**config.mk**
```make
export PLATFORM = sky130hd
export DESIGN_NAME = lers_area_unit
export DESIGN_NICKNAME = d
export VERILOG_FILES = /design/src/rtl/lers_pkg.sv /design/src/rtl/lers_area_unit.sv
export SDC_FILE = /design/constraint.sdc
export NUM_CORES = 1
export LEC_CHECK = 0
export BUFFER_PORTS_ARGS = -buffer_cell sky130_fd_sc_hd__buf_2
export CORE_MARGIN = 3
export CORE_UTILIZATION = 48
export CTS_CLUSTER_SIZE = 30
export DETAILED_ROUTE_END_ITERATION = 10
export GPL_TIMING_DRIVEN = 0
export PLACE_DENSITY = 0.66
export SETUP_SLACK_MARGIN = 0.4
export SYNTH_ARGS = -nofsm -noshare
export SYNTH_HDL_FRONTEND = slang
export SYNTH_SLANG_ARGS = --single-unit
```
**constraint.sdc**
```tcl
create_clock -name clk -period 6.6 [get_ports clk]
set_input_delay 1.32 -clock clk [delete_from_list [all_inputs] [get_ports clk]]
set_output_delay 1.32 -clock clk [all_outputs]
set_load 0.02 [all_outputs]
```
**src/rtl/lers_pkg.sv**
```systemverilog
`default_nettype none
package lers_pkg;

  localparam int XW    = 17;
  localparam int YW    = 16;
  localparam int PW    = XW + YW;
  localparam int AREAW = 33;

  localparam int MAX_POINTS_DEF = 1024;

  localparam logic [XW-1:0] WIDTH_RST  = XW'(100000);
  localparam logic [YW-1:0] HEIGHT_RST = YW'(500);

  localparam logic CFG_WIDTH  = 1'b0;
  localparam logic CFG_HEIGHT = 1'b1;

  // one candidate span handed to the area unit
  typedef struct packed {
    logic          vld;
    logic [XW-1:0] left;
    logic [XW-1:0] right;
    logic [YW-1:0] h;
  } lers_span_t;

endpackage
`default_nettype wire

```
**src/rtl/lers_area_unit.sv**
```systemverilog
`default_nettype none
module lers_area_unit import lers_pkg::*; (
  input  wire logic             clk,
  input  wire logic             rst_n,
  input  wire logic             clr,
  input  wire lers_span_t       req,
  output logic [AREAW-1:0]      best,
  output logic                  pending
);

  logic             vld1_r, vld1_nxt;
  logic [XW-1:0]    span1_r, span1_nxt;
  logic [YW-1:0]    h1_r;
  logic             vld2_r, vld2_nxt;
  logic [AREAW-1:0] prod2_r;
  logic [AREAW-1:0] best_r, best_nxt;

  always_comb begin
    vld1_nxt  = req.vld;
    span1_nxt = (req.right > req.left) ? (req.right - req.left) : '0;
    vld2_nxt  = vld1_r;
    best_nxt  = best_r;
    if (clr) begin
      best_nxt = '0;
    end else if (vld2_r && (prod2_r > best_r)) begin
      best_nxt = prod2_r;
    end
  end

  always_ff @(posedge clk) begin
    if (!rst_n) begin
      vld1_r <= 1'b0;
      vld2_r <= 1'b0;
      best_r <= '0;
    end else begin
      vld1_r <= vld1_nxt;
      vld2_r <= vld2_nxt;
      best_r <= best_nxt;
    end
  end

  always_ff @(posedge clk) begin
    span1_r <= span1_nxt;
    h1_r    <= req.h;
    prod2_r <= AREAW'(span1_r) * AREAW'(h1_r);
  end

  assign best    = best_r;
  assign pending = vld1_r | vld2_r;

endmodule
`default_nettype wire

```
[Word-level counts from Yosys, hierarchy flattened]
Index checks and enable logic that the tools add are counted.
Storage, ports and cells
  logic and storage cells: 14
  input bits: 54
  register bits after elaboration: 101
Cells by class
  bitwise logic cells: 2
  add/sub/neg operators: 1
  reductions and logical operators: 2
  $lt $le $gt $ge: 2
  multipliers: 1
Operators by type and width (count)
  $gt A33 B33 Y1: 1
  $mul A17 B16 Y33: 1
  $gt A17 B17 Y1: 1
  $sub A17 B17 Y17: 1
  $reduce_or A2 Y1: 1
  $logic_and A1 B1 Y1: 1
  $not A1 Y1: 1
  $or A1 B1 Y1: 1

[Logic depth before layout (Yosys ltp)]
  depth in word-level cells: 2
  mapped depth: 23
  depth with buffers taken out: 22

[Worst setup path after synthesis]
No wires, ideal clock.
  kind: flip-flop to flip-flop
  start: reg h1_r[7]
  end: reg prod2_r[29]
  path slack: 0.513 ns
  library setup time: 0.072 ns
  data arrival time: 6.014 ns
  clock period less this slack: 6.087 ns
  stages on the path, launching flop included: 23
  data required time: 6.528 ns
  cells stage by stage: dfxtp_1 clkbuf_1 clkbuf_1 nand2_1 fa_1 inv_1 fa_1 inv_1 fa_1 inv_1 fa_1 fa_1 inv_1 fa_1 inv_1 ha_1 or3_4 o221ai_2 a31oi_1 or4_1 a31o_2 a311oi_2 xnor2_1
On the way
  cells in the longest elaborated chain, start to end: 1
Ends and longest elaborated chain
  from (decl): RTL line lers_area_unit.sv:13  | logic [YW-1:0] h1_r;
  from (signal assigned): RTL line lers_area_unit.sv:44  | h1_r <= req.h;
  $mul A17 B16 Y33: RTL line lers_area_unit.sv:45  | prod2_r <= AREAW'(span1_r) * AREAW'(h1_r);
  to (signal assigned): RTL line lers_area_unit.sv:45
  to (decl): RTL line lers_area_unit.sv:15  | logic [AREAW-1:0] prod2_r;
No other way between the ends.
A chain may end at the register's enable or synchronous reset.

[Final worst setup path]
  start: reg h1_r[3]
  end: reg prod2_r[29]
The elaborated chain is that of the path after synthesis.

==> impl_metrics.ini <==
[outcome]
status = finished clean

[clocking]
h-tree-depth = 3
cts_buffers = 9
clockBufferDepth = 2
clk_latency_ns = 0.37
cts_tree = built
clock-sinks = 101
clkTransAtPathRegs_ns = 0.07
clockRootBuffer = clkbuf_16

[power]
vdd_drop_max_uv = 193.2
powerDensity_mw_per_mm2 = 312.2
clock_power_share_pct = 11.4
total_power_mw = 4.743
seq_power_share_pct = 18.1
p_int_mw = 2.437
power_frac_comb_pct = 70.5
swShare_pct = 48.62
p_leak_nw = 7.467
switchingPower_mw = 2.306

[logic_synthesis]
yosysWarnings = 0
netlist_instances = 1502
synth_seq_cells = 101
synth_area_leaders = fa_1 (31%), dfxtp_1 (15%), ha_1 (15%)
syn_nets = 1920
async_flop_share_pct = 0
ys_seq_area_share_pct = 15.12
synth_ff_type = dfxtp_1
post-synth-top-area-cell = fa_1
syn_avg_cell_area_sq_um = 8.901
ys_types = 57
yosysTopAreaCellShare_pct = 31.30
synth_edf_count = 0
synth_area_sq_mm = 0.01337

[final_layout]
final_cell_area_sq_mm = 0.01519
instances_no_fill = 2002
finalNetCount = 2042
drive_gt1_share_pct = 14.12
areaGrowthSynthToFinish_pct = 13.65
final_common_cell = inv_1
layout_common_cells = inv_1 (274), fa_1 (206), nand2_1 (166)

[detailed_routing]
post-route-drc-count = 0
drtIter0Drc = 582
avgViaCountPerCell = 5.165
final_antenna_net_count = 0
wl_per_cell_um = 16.42
route.vias.total = 10340
firstDrtPassIters = 7
drt-total-wl_mm = 32.87

[place]
gp_congestion = 0.9247
io_buffer_count = 87
post_dp_cell_area_sq_mm = 0.01427
place_inst = 1961
dp_hpwl_mm = 26.52

[timing]
min_period_ns = 6.179
max_freq_mhz = 161.9
drv_slew = 0
setup_viol = 0
tightest_slew_ns = 0.7856
fin_skew_ns = 0.007842
slew-limit-headroom_pct = 47.07
hold_viol_final = 0
timing.final.crit_share_pct = 93.61
rsz0062_at_grt = true
setup_tns_ns = 0

[worst_setup_path]
arrival_ns = 6.43
cpMostUsedCell = fa_1
crit_chain = buf_6, nand2_1, fa_1, fa_2, inv_2, fa_1, fa_1, fa_1, inv_1, fa_1, inv_2, ha_4, or3_4, o221ai_4, a31oi_4, or4_1, a31o_2, a311oi_2, xnor2_1
cpLargestDelayFamily = adder cells
crit_buf_inv = 4
path_class = flip-flop to flip-flop
critPathSlowestCell = fa_2
required_ns = 6.85
cp_slowest_stage_delay_ns = 0.60
crit_path_end_kind = flip-flop
cp_max_fo = 10
startpoint_type = flip-flop

[grt]
antenna_found_initial = 2
grt_usage_pct = 22.34
grt_pass1_wl_mm = 54.34
first_global_vias = 10699
grt_max_degree = 19
grt-ovfl-total = 0

[min_path]
hp-class = flip-flop to flip-flop

[die]
pin_count = 88
dieArea_sq_mm = 0.02989
die_w_um = 172.9
rows = 60
start_util_pct = 49.19
core_area_sq_mm = 0.02718
die_h_um = 172.9

[flow_run]
maxCapViolations = 0
-- worst register-to-register path: stages, from the launching register on --
cell and delay, ns:
dfxtp_4 0.44, buf_6 0.18, nand2_1 0.08, fa_1 0.48, fa_2 0.60, inv_2 0.05, fa_1 0.57, fa_1 0.44
fa_1 0.49, inv_1 0.04, fa_1 0.49, inv_2 0.05, ha_4 0.17, or3_4 0.40, o221ai_4 0.23, a31oi_4 0.15
or4_1 0.50, a31o_2 0.28, a311oi_2 0.30, xnor2_1 0.12
-- per-stage QoR --
step | hold slack, ns | setup slack, ns | util (%)
5_1_grt | 0.4842 | 0.2494 | 55.91
2_1_floorplan | 0.4209 | 0.5135 | -
3_3_place_gp | 0.4395 | -0.3362 | 52.51
4_1_cts | 0.4647 | 0.3730 | 54.51
6_report | 0.4574 | 0.4215 | 55.91
3_5_place_dp | 0.4426 | -0.3642 | 52.51
-- worst paths after layout --
| check | startpoint | endpoint | slack (ns) | cells after the start |
|---|---|---|---|---|
| hold / removal | vld1_r | vld2_r | 0.46 | 1 |
| setup / recovery | h1_r[3] | prod2_r[29] | 0.42 | 19 |
| setup reg to reg | h1_r[3] | prod2_r[29] | 0.42 | 19 |
| hold reg to reg | vld1_r | vld2_r | 0.46 | 1 |
-- layer usage --
| metal | track usage, % | routed length [um] |
|---|---|---|
| met2 | 36.17 | 15120 |
| met5 | 0 | 13 |
| met1 | 31.26 | 14750 |
| met4 | 5.574 | 635 |
| met3 | 3.975 | 2347 |
-- power groups by stage --
stage	Clock [mW]	Combinational, mW	Sequential (mW)
2_1_floorplan	0	2.34	0.827
3_3_place_gp	0	2.98	0.863
3_5_place_dp	0	3.04	0.866
4_1_cts	0.557	3.15	0.855
5_1_grt	0.581	3.85	0.872
6_report	0.541	3.35	0.857
-- sequential cells by signal, summed over array words and instances, names as in the netlist --
name	flops
best	33
vld1_r	1
prod2_r	33
span1_r	17
h1_r	16
vld2_r	1
-- kinds of logic (layout without fill, tap and decap cells) --
group / Yosys count / count (layout) / synth area share (%)
xor+xnor: 34 / 34 / 2.227
compound gates: 211 / 211 / 10.35
fa+ha+maj: 364 / 364 / 45.80
flops: 101 / 101 / 15.12
simple gates: 457 / 457 / 17.02
other cells: 0 / 1 / 0
mux: 1 / 1 / 0.08422
buf+inv: 334 / 461 / 9.387
-- cell type report --
type                            count  area, sq um
Inverter                          278         1044
Multi-Input combinational cell   1067        10230
Buffer                             56        437.9
Clock inverter                      6        55.05
Tap cell                          372        465.4
Fill cell                        2503        11980
Timing Repair Buffer              111        628.1
Sequential cell                   101         2093
Antenna cell                        1        2.502
Clock buffer                       10        239.0
-- what timing repair did --
action	in CTS	in global routing
hold buffers	0	0
endpoints found under the setup margin	13	10
setup buffers	1	23
pin swaps	4	15
gates resized for setup	95	94
-- cell usage after synthesis (4+ instances only) --
cell / instances
dfxtp_1: 101
a21boi_0: 32
inv_1: 278
and3_1: 9
fa_1: 209
nand2_1: 166
o211ai_1: 4
and2_1: 130
a21oi_1: 44
a21o_1: 30
a2111oi_0: 4
ha_1: 155
a211oi_1: 6
o21bai_1: 6
nor2b_1: 17
clkbuf_1: 52
xnor2_1: 19
a31oi_1: 4
nor3_1: 6
xor2_1: 15
o21ai_0: 52
nand4_1: 10
nand2b_1: 4
nand3_1: 44
nor2_1: 52
(Power assumes the default switching activity.)
